[src/rtl/core/srgblab_pkg.sv]
`default_nettype none
// ============================================================================
// srgblab_pkg
// Shared types, constants and the sRGB linearization table of the sRGB to
// CIE L*a*b* converter.
// ============================================================================
package srgblab_pkg;

    // Fractional bits of a linearized channel.
    localparam int LINEAR_BITS = 16;
    localparam int LIN_W       = LINEAR_BITS + 1;
    localparam int COEF_W      = 14;
    localparam int NUM_W       = LIN_W + COEF_W;
    localparam int RATIO_SH    = 34 - LINEAR_BITS;
    localparam int NUMER_W     = NUM_W + RATIO_SH;
    localparam int RATIO_W     = 31;
    localparam int TOP_W       = NUMER_W - RATIO_W;
    localparam int WHITE_W     = 18;
    localparam int DIV_W       = 25;
    localparam int CFG_IDX_W   = 2;

    // Cube root datapath, Q24.
    localparam int FRAC        = 24;
    localparam int CBRT_W      = 27;
    localparam int SQ_W        = 2 * CBRT_W;
    localparam int CBRT_P_W    = SQ_W - FRAC + CBRT_W;
    localparam int FIT_W       = CBRT_P_W - FRAC;
    localparam int F_W         = CBRT_W;

    // Linear segment of f(): 7q + 2314099 + (2465q + 810) / 3132.
    localparam int LS_Q_W      = 18;
    localparam int LS_X_W      = 29;
    localparam int LS_P_W      = 59;
    localparam int LS_SH       = 41;
    localparam int LINSEG_W    = 24;
    localparam int THR_W       = RATIO_W + 15;

    localparam logic [LS_X_W-1:0]   LS_MUL       = LS_X_W'(2465);
    localparam logic [LS_X_W-1:0]   LS_ADD       = LS_X_W'(810);
    localparam logic [LINSEG_W-1:0] LS_BASE_MUL  = LINSEG_W'(7);
    localparam logic [LINSEG_W-1:0] LS_BASE      = LINSEG_W'(2314099);
    localparam logic [LS_P_W-1:0]   LS_RECIP     = LS_P_W'(702114705);
    localparam logic [THR_W-1:0]    CBRT_THR_MUL = THR_W'(24389);
    localparam logic [THR_W-1:0]    CBRT_THR     = THR_W'(64'd216 << FRAC);

    // Output scaling.
    localparam int LAB_W = 40;
    localparam int OUT_SH = 16;
    localparam logic signed [LAB_W-1:0] L_MUL   = LAB_W'(116);
    localparam logic signed [LAB_W-1:0] L_OFF   = LAB_W'(64'd16 << FRAC);
    localparam logic signed [LAB_W-1:0] A_MUL   = LAB_W'(500);
    localparam logic signed [LAB_W-1:0] B_MUL   = LAB_W'(200);
    localparam logic signed [LAB_W-1:0] OUT_RND = LAB_W'(32768);
    localparam logic signed [LAB_W-1:0] L_MAX   = LAB_W'(32767);
    localparam logic signed [LAB_W-1:0] AB_MAX  = LAB_W'(32767);
    localparam logic signed [LAB_W-1:0] AB_MIN  = -LAB_W'(32768);

    // Reference white, stored as divisor 100 * white.
    localparam logic [WHITE_W-1:0] WHITE_MIN = WHITE_W'(1024);
    localparam logic [DIV_W-1:0]   DIV_MIN   = DIV_W'(102400);
    localparam logic [DIV_W-1:0]   DIV_X_RST = DIV_W'(100 * 97328);
    localparam logic [DIV_W-1:0]   DIV_Y_RST = DIV_W'(100 * 102400);
    localparam logic [DIV_W-1:0]   DIV_Z_RST = DIV_W'(100 * 111496);

    typedef enum logic [CFG_IDX_W-1:0] {
        CFG_WHITE_X = 2'd0,
        CFG_WHITE_Y = 2'd1,
        CFG_WHITE_Z = 2'd2
    } cfg_index_t;

    // sRGB to XYZ matrix, coefficients in 1/10000.
    localparam logic [COEF_W-1:0] MTX [3][3] = '{
        '{COEF_W'(4124), COEF_W'(3576), COEF_W'(1805)},
        '{COEF_W'(2126), COEF_W'(7152), COEF_W'(722)},
        '{COEF_W'(193),  COEF_W'(1192), COEF_W'(9505)}
    };

    typedef struct packed {
        logic [7:0] red;
        logic [7:0] green;
        logic [7:0] blue;
    } pixel_t;

    typedef struct packed {
        logic [14:0]        lightness;
        logic signed [15:0] green_red;
        logic signed [15:0] blue_yellow;
    } lab_t;

    typedef logic [2:0][DIV_W-1:0]   divisor_t;
    typedef logic [2:0][NUMER_W-1:0] numer_t;
    typedef logic [2:0][RATIO_W-1:0] ratio_t;
    typedef logic [2:0][F_W-1:0]     fval_t;
    typedef logic [255:0][LIN_W-1:0] lin_tab_t;

    function automatic logic [DIV_W-1:0] white_div(input logic [WHITE_W-1:0] w);
        logic [WHITE_W-1:0] w_eff;
        w_eff = (w < WHITE_MIN) ? WHITE_MIN : w;
        return DIV_W'(w_eff) * DIV_W'(100);
    endfunction

    // Elaboration-time helpers for the linearization table.
    function automatic longint unsigned pow5_q28(input longint unsigned r);
        longint unsigned p;
        int i;
        p = r;
        for (i = 0; i < 4; i++)
            p = (p * r) >> 28;
        return p;
    endfunction

    function automatic longint unsigned root5_q28(input longint unsigned u);
        longint unsigned lo;
        longint unsigned hi;
        longint unsigned mid;
        lo = 0;
        hi = 64'd1 << 28;
        while (lo < hi) begin
            mid = (lo + hi + 1) >> 1;
            if (pow5_q28(mid) <= u)
                lo = mid;
            else
                hi = mid - 1;
        end
        return lo;
    endfunction

    function automatic lin_tab_t build_lin_tab();
        lin_tab_t tab;
        longint unsigned v;
        longint unsigned t;
        longint unsigned t2;
        longint unsigned lin28;
        longint unsigned e;
        for (v = 0; v < 256; v++) begin
            if (v * 100000 > 4045 * 255) begin
                t = (((1000 * v + 14025) << 28) + 134512) / 269025;
                t2 = (t * t) >> 28;
                lin28 = (t2 * root5_q28(t2)) >> 28;
            end else begin
                lin28 = (((v * 100) << 28) + 164730) / 329460;
            end
            e = (lin28 + (64'd1 << (27 - LINEAR_BITS))) >> (28 - LINEAR_BITS);
            tab[v] = LIN_W'(e);
        end
        return tab;
    endfunction

    localparam lin_tab_t LIN_TAB = build_lin_tab();

endpackage
`default_nettype wire

[src/rtl/core/srgblab_lab.sv]
`default_nettype none
// ============================================================================
// srgblab_lab
// Forms L*, a*, b* from f(X), f(Y), f(Z), rounds to 1/256 and saturates.
// ============================================================================
module srgblab_lab (
    input  logic                 clk,
    input  logic                 rst_n,
    input  logic                 en,
    input  logic                 valid_in,
    input  srgblab_pkg::fval_t   fval,
    output logic                 valid_out,
    output srgblab_pkg::lab_t    lab
);
    import srgblab_pkg::*;

    logic [1:0]              valid_reg;
    logic signed [LAB_W-1:0] fx;
    logic signed [LAB_W-1:0] fy;
    logic signed [LAB_W-1:0] fz;
    logic signed [LAB_W-1:0] l_reg;
    logic signed [LAB_W-1:0] a_reg;
    logic signed [LAB_W-1:0] b_reg;
    logic signed [LAB_W-1:0] l_sh;
    logic signed [LAB_W-1:0] a_sh;
    logic signed [LAB_W-1:0] b_sh;
    lab_t                    lab_reg;

    always_ff @(posedge clk or negedge rst_n) begin
        if (!rst_n)
            valid_reg <= '0;
        else if (en)
            valid_reg <= {valid_reg[0], valid_in};
    end

    assign fx = $signed(LAB_W'(fval[0]));
    assign fy = $signed(LAB_W'(fval[1]));
    assign fz = $signed(LAB_W'(fval[2]));

    always_ff @(posedge clk) begin
        if (en)
        begin
            l_reg <= fy * L_MUL - L_OFF;
            a_reg <= (fx - fy) * A_MUL;
            b_reg <= (fy - fz) * B_MUL;
        end
    end

    // round half up, floor toward minus infinity
    assign l_sh = (l_reg + OUT_RND) >>> OUT_SH;
    assign a_sh = (a_reg + OUT_RND) >>> OUT_SH;
    assign b_sh = (b_reg + OUT_RND) >>> OUT_SH;

    always_ff @(posedge clk) begin
        if (en)
        begin
            if (l_sh < 0)
                lab_reg.lightness <= '0;
            else if (l_sh > L_MAX)
                lab_reg.lightness <= 15'h7FFF;
            else
                lab_reg.lightness <= l_sh[14:0];

            if (a_sh > AB_MAX)
                lab_reg.green_red <= 16'sh7FFF;
            else if (a_sh < AB_MIN)
                lab_reg.green_red <= 16'sh8000;
            else
                lab_reg.green_red <= a_sh[15:0];

            if (b_sh > AB_MAX)
                lab_reg.blue_yellow <= 16'sh7FFF;
            else if (b_sh < AB_MIN)
                lab_reg.blue_yellow <= 16'sh8000;
            else
                lab_reg.blue_yellow <= b_sh[15:0];
        end
    end

    assign valid_out = valid_reg[1];
    assign lab       = lab_reg;

endmodule
`default_nettype wire

[config.mk]
export PLATFORM = sky130hd
export DESIGN_NAME = srgblab_lab
export DESIGN_NICKNAME = d
export VERILOG_FILES = /design/src/rtl/core/srgblab_pkg.sv /design/src/rtl/core/srgblab_lab.sv
export SDC_FILE = /design/constraint.sdc
export NUM_CORES = 1
export LEC_CHECK = 0
export ABC_CLOCK_PERIOD_IN_PS = 2700
export BUFFER_PORTS_ARGS = -buffer_cell sky130_fd_sc_hd__buf_2
export CAP_MARGIN = 15
export CORE_MARGIN = 3
export CORE_UTILIZATION = 57
export CTS_CLUSTER_SIZE = 10
export DETAILED_ROUTE_END_ITERATION = 10
export GPL_TIMING_DRIVEN = 1
export PLACE_DENSITY = 0.79
export SYNTH_ARGS = -nofsm -noshare
export SYNTH_HDL_FRONTEND = slang
export SYNTH_SLANG_ARGS = --single-unit
export TNS_END_PERCENT = 20
[constraint.sdc]
create_clock -name clk -period 2.7 [get_ports clk]
set_clock_uncertainty 0.15 [all_clocks]
set_input_delay 0.27 -clock clk [delete_from_list [all_inputs] [get_ports clk]]
set_output_delay 0.27 -clock clk [all_outputs]
set_load 0.03 [all_outputs]
Word-level counts from Yosys, hierarchy flattened
Index checks and enable logic that the tools add are counted.
{"block": "op_classes", "muxes": 3, "magnitude_cmp": 6, "multipliers": 3, "n_addsub": 6}
{"cell": "$add A40 B17 Y40 const B", "count": 3}
{"cell": "$gt A24 B16 Y1 const B", "count": 3}
{"cell": "$sub A27 B27 Y28", "count": 2}
{"cell": "$lt A24 B16 Y1 const B", "count": 2}
{"cell": "$mul A28 B8 Y36 const B", "count": 1}
{"cell": "$sub A34 B29 Y35 const B", "count": 1}
{"cell": "$mul A28 B6 Y34 const B", "count": 1}
{"cell": "$mul A27 B5 Y32 const B", "count": 1}
{"cell": "$mux W16", "count": 2}
{"cell": "$lt A24 B1 Y1 const B", "count": 1}
{"cell": "$mux W15", "count": 1}
{"block": "word_totals", "word_cells": 25, "reg_bits": 164, "output_inout_bits": 48, "in_bits": 85}

Longest topological paths before layout
{"block": "logic_depth", "word_depth": 3, "depth_mapped": 32, "depth_no_buf": 32}

Worst setup path before layout
No wires, ideal clock.
{"block": "synth_timing", "kind": "input port to flip-flop", "startpoint": "input fval[0] (netlist name)", "endpoint": "register a_reg[38], data pin", "stages": 30, "required_ns": 2.288, "slack_ns": -4.372, "arrival_time_ns": 6.660, "n_path_buf": 0, "setup_ns": 0.262, "path_cell_list": "inv_1 -> ha_1 -> inv_1 -> fa_1 -> a21o_1 -> a21oi_1 -> nor3_1 -> or2_2 -> a211o_1 -> nand2_1 -> o211ai_1 -> xor2_1 -> xnor2_1 -> xor2_1 -> fa_1 -> inv_1 -> fa_1 -> inv_1 -> fa_1 -> inv_1 -> ha_1 -> a21o_1 -> a21o_1 -> a21oi_1 -> o22ai_1 -> a21oi_1 -> o21ai_0 -> a311o_1 -> a21oi_1 -> xor2_1"}
{"block": "synth_between", "elab_chain_cells": 2}
{"item": "start: declaration", "line": "srgblab_lab.sv:11", "rtl": "input srgblab_pkg::fval_t fval,"}
{"item": "$sub A27 B27 Y28", "line": "srgblab_lab.sv:44", "rtl": "a_reg <= (fx - fy) * A_MUL;"}
{"item": "$mul A28 B8 Y36", "line": "srgblab_lab.sv:44"}
{"item": "end signal: assignment", "line": "srgblab_lab.sv:44"}
{"item": "end: declaration", "line": "srgblab_lab.sv:22", "rtl": "logic signed [LAB_W-1:0] a_reg;"}
Every way passes these cells.
A chain may end at the register's enable or synchronous reset.

Final worst setup path
{"block": "layout_timing", "startpoint": "input fval[42] (netlist name)", "endpoint": "register a_reg[36], data pin"}
The elaborated chain is that of the path after synthesis.

==> results.sh <==
export IMPL_grt_first_pass_wirelength_um=83700
export IMPL_startpoint="fval[42]"
export IMPL_htree_levels=4
export IMPL_cp_start_kind="input pin"
export IMPL_gp_congestion=0.917
export IMPL_rows=63
export IMPL_syn_instance_count=1923
export IMPL_wl_per_cell_um=22.7
export IMPL_rsz0062_at_grt="true"
export IMPL_vias_per_cell=6.13
export IMPL_ys_flop_type="edfxtp_1"
export IMPL_dp_hpwl_um=37800
export IMPL_worst_skew_pair_late_latency_ns=0.44
export IMPL_path_clk_slew_ns=0.07
export IMPL_largest_register_ffs=47
export IMPL_drv_slew=0
export IMPL_post_route_period_util=2.41
export IMPL_status="complete, but fails checks"
export IMPL_firstDrtPassIters=11
export IMPL_dpl_cell_area_um2=22200
export IMPL_ant_nets=0
export IMPL_violations="DRC, setup timing"
export IMPL_syn_avg_cell_area_um2=9.22
export IMPL_worst_slew_pin_slew_ns=0.623
export IMPL_grt_max_degree=75
export IMPL_postLayoutCoreUtil=0.834
export IMPL_io_pins=133
export IMPL_finalSetupViolCount=95
export IMPL_cts_path_max_buffers=2
export IMPL_cts_tree="built"
export IMPL_drt_iter0_markers=2122
export IMPL_worstSetupPathType="input pin to register"
export IMPL_vias=18100
export IMPL_cp_data_required_time_ns=2.73
export IMPL_fin_nets=3083
export IMPL_start_util=0.588
export IMPL_min_path_type="input pin to register"
export IMPL_portBuffers=132
export IMPL_synth_edf_count=112
export IMPL_core_area_um2=30200
export IMPL_end_kind="register"
export IMPL_final_cell_area_um2=25200
export IMPL_clock_fmax_ghz=0.154
export IMPL_antenna_found_initial=5
export IMPL_die_height_um=182
export IMPL_clock_sinks=114
export IMPL_syn_num_nets=2454
export IMPL_relSlewSlack=0.585
export IMPL_drt_total_wl_um=67300
export IMPL_dp_slack_ns=-4.31
export IMPL_arrival_ns=6.53
export IMPL_yosysWarnings=0
export IMPL_overflow=0
export IMPL_yosysSeqAreaShare=0.192
export IMPL_die_width_um=182
export IMPL_hp_start="en"
export IMPL_final_layout_size_suffix_gt1_frac=0.379
export IMPL_crit_fanout=3
export IMPL_fin_crit_ns=6.49
export IMPL_synth_cell_type_count=76
export IMPL_ys_ff_latch=114
export IMPL_cts_made_buffers=17
export IMPL_r2r_start="b_reg[18]$_DFFE_PP_"
export IMPL_dieArea_um2=33300
export IMPL_netlist_area_um2=17700
export IMPL_max_cap_violations=0
export IMPL_first_global_vias=17600
export IMPL_hold_viol=0
export IMPL_timing_final_ws_setup_ns=-3.79
export IMPL_root_buffer="clkbuf_16"
export IMPL_post_route_drc_count=1
export IMPL_fill_cells=1450
export IMPL_syn2layout_area_growth_pct=41.9
export IMPL_track_usage=0.311
export IMPL_async_flop_share=0.0175
## Yosys cell counts, drive strengths merged, types with 5 or more instances
| cell type | count | area [um2] |
|---|---|---|
| a211o | 6 | 52.6 |
| a211oi | 9 | 77.6 |
| a21o | 45 | 338 |
| a21oi | 104 | 524 |
| a31o | 7 | 61.3 |
| a31oi | 10 | 62.6 |
| and2 | 11 | 68.8 |
| and3 | 24 | 150 |
| and4 | 7 | 61.3 |
| clkbuf | 16 | 60.1 |
| edfxtp | 112 | 3360 |
| fa | 165 | 3300 |
| ha | 281 | 3520 |
| inv | 443 | 1660 |
| maj3 | 5 | 50.1 |
| nand2 | 86 | 323 |
| nand2b | 20 | 125 |
| nand3 | 42 | 215 |
| nand3b | 5 | 37.5 |
| nand4 | 25 | 156 |
| nor2 | 85 | 319 |
| nor2b | 21 | 131 |
| nor3 | 16 | 80.1 |
| o21a | 19 | 143 |
| o21ai | 81 | 409 |
| o21bai | 9 | 67.6 |
| o31ai | 6 | 45.0 |
| or2 | 5 | 31.3 |
| xnor2 | 90 | 788 |
| xor2 | 91 | 797 |
## final cells by class
class,count,area (um2),area share
Clock buffer,17,425,0.0169
Clock inverter,15,206,0.00820
Multi-Input combinational cell,1349,14500,0.575
Inverter,443,1680,0.0668
Antenna cell,5,12.5,0.000497
Tap cell,390,488,0.0194
Timing Repair Buffer,627,4480,0.178
Sequential cell,114,3410,0.136
## metal layers
layer  global-route usage  routed length [um]  up-vias
met5                    0                  28        -
met4                0.158                6090        4
met3               0.0486                6250      547
met2                0.568               32600     1335
met1                0.349               22300     8592
li1                     -                   -     7665
## cells in the final DEF, fill, tap and decap left out, types with 7 or more instances in the layout
cell type,count
buf_4,477
inv_1,402
ha_1,223
fa_1,157
buf_2,129
edfxtp_1,112
nand2_1,82
xor2_1,77
xnor2_1,71
a21oi_1,66
nor2_1,62
ha_4,53
a21o_1,45
nand3_1,39
inv_2,37
o21ai_0,34
o21ai_1,31
a21oi_2,28
nand4_1,25
nand2b_1,19
xnor2_2,19
o21a_1,18
clkbuf_16,17
o21ai_2,16
nor2_2,16
buf_6,15
and3_1,14
nor2b_1,13
xor2_2,12
nor3_1,11
a21oi_4,10
and3_4,9
fa_2,8
o21bai_1,7
nor2_4,7
## timing repair
| action | in CTS | in global routing |
|---|---|---|
| hold buffers | 3 | 0 |
| resized for setup | 180 | 201 |
| buffers inserted | 41 | 33 |
| pin swaps | 115 | 123 |
| setup endpoints to repair | 95 | 110 |
| endpoints found under the hold margin | 3 | 0 |
| cloned | 0 | 0 |
## kinds of logic (layout without fill, tap and decap cells)
| group | after synthesis | count (layout) | synth area share |
|---|---|---|---|
| flip-flops | 114 | 114 | 0.192 |
| multiplexers | 6 | 6 | 0.00437 |
| adder cells (fa/ha/maj) | 451 | 451 | 0.387 |
| AO/OA/AOI/OAI | 347 | 347 | 0.126 |
| AND/OR/NAND/NOR | 364 | 364 | 0.103 |
| buffers and inverters | 460 | 1102 | 0.0973 |
| XOR/XNOR | 181 | 181 | 0.0894 |
| other | 0 | 5 | 0 |
## worst max-delay path, cell delays in order
cell,delay [ns]
buf_2,0.19
inv_1,0.12
ha_1,0.21
a21oi_1,0.19
nor2b_1,0.09
o21ai_0,0.18
nand2b_1,0.12
or3_1,0.34
o211ai_1,0.20
a21oi_1,0.11
or3_1,0.36
xor2_2,0.19
inv_2,0.09
fa_1,0.62
fa_1,0.46
fa_1,0.49
inv_1,0.07
fa_1,0.54
ha_4,0.24
a21oi_4,0.21
nor2b_4,0.06
o21ai_2,0.16
nand2b_1,0.13
a21oi_2,0.18
o21ai_2,0.09
a311o_1,0.30
buf_4,0.15
xor2_1,0.13
## worst paths after layout
check | end | slack (ns) | cells after the start
setup reg to reg | lab[0]$_SDFFCE_PN1P_ | -0.23 | 10
min in group asynchronous | valid_reg[0]$_DFFE_PN0P_ | 0.55 | 3
max in group asynchronous | valid_reg[1]$_DFFE_PN0P_ | 1.73 | 3
setup / recovery | a_reg[36]$_DFFE_PP_ | -3.79 | 28
hold reg to reg | valid_reg[0]$_DFFE_PN0P_ | 0.36 | 1
hold / removal | b_reg[15]$_DFFE_PP_ | 0.16 | 1
## per-stage QoR
step	hold slack [ns]	setup TNS (ns)	instances
after floorplan	-0.176	-156.79	1923
after global placement	-0.0961	-185.43	2852
after detailed placement	-0.0940	-200.54	2852
after CTS	0.145	-150.42	2925
after global routing	0.168	-184.59	2957
final	0.156	-174.12	2960
Power is left out: the tool's default activity adds up to more than one toggle a clock period on the data nets, which glitch-free logic cannot reach.
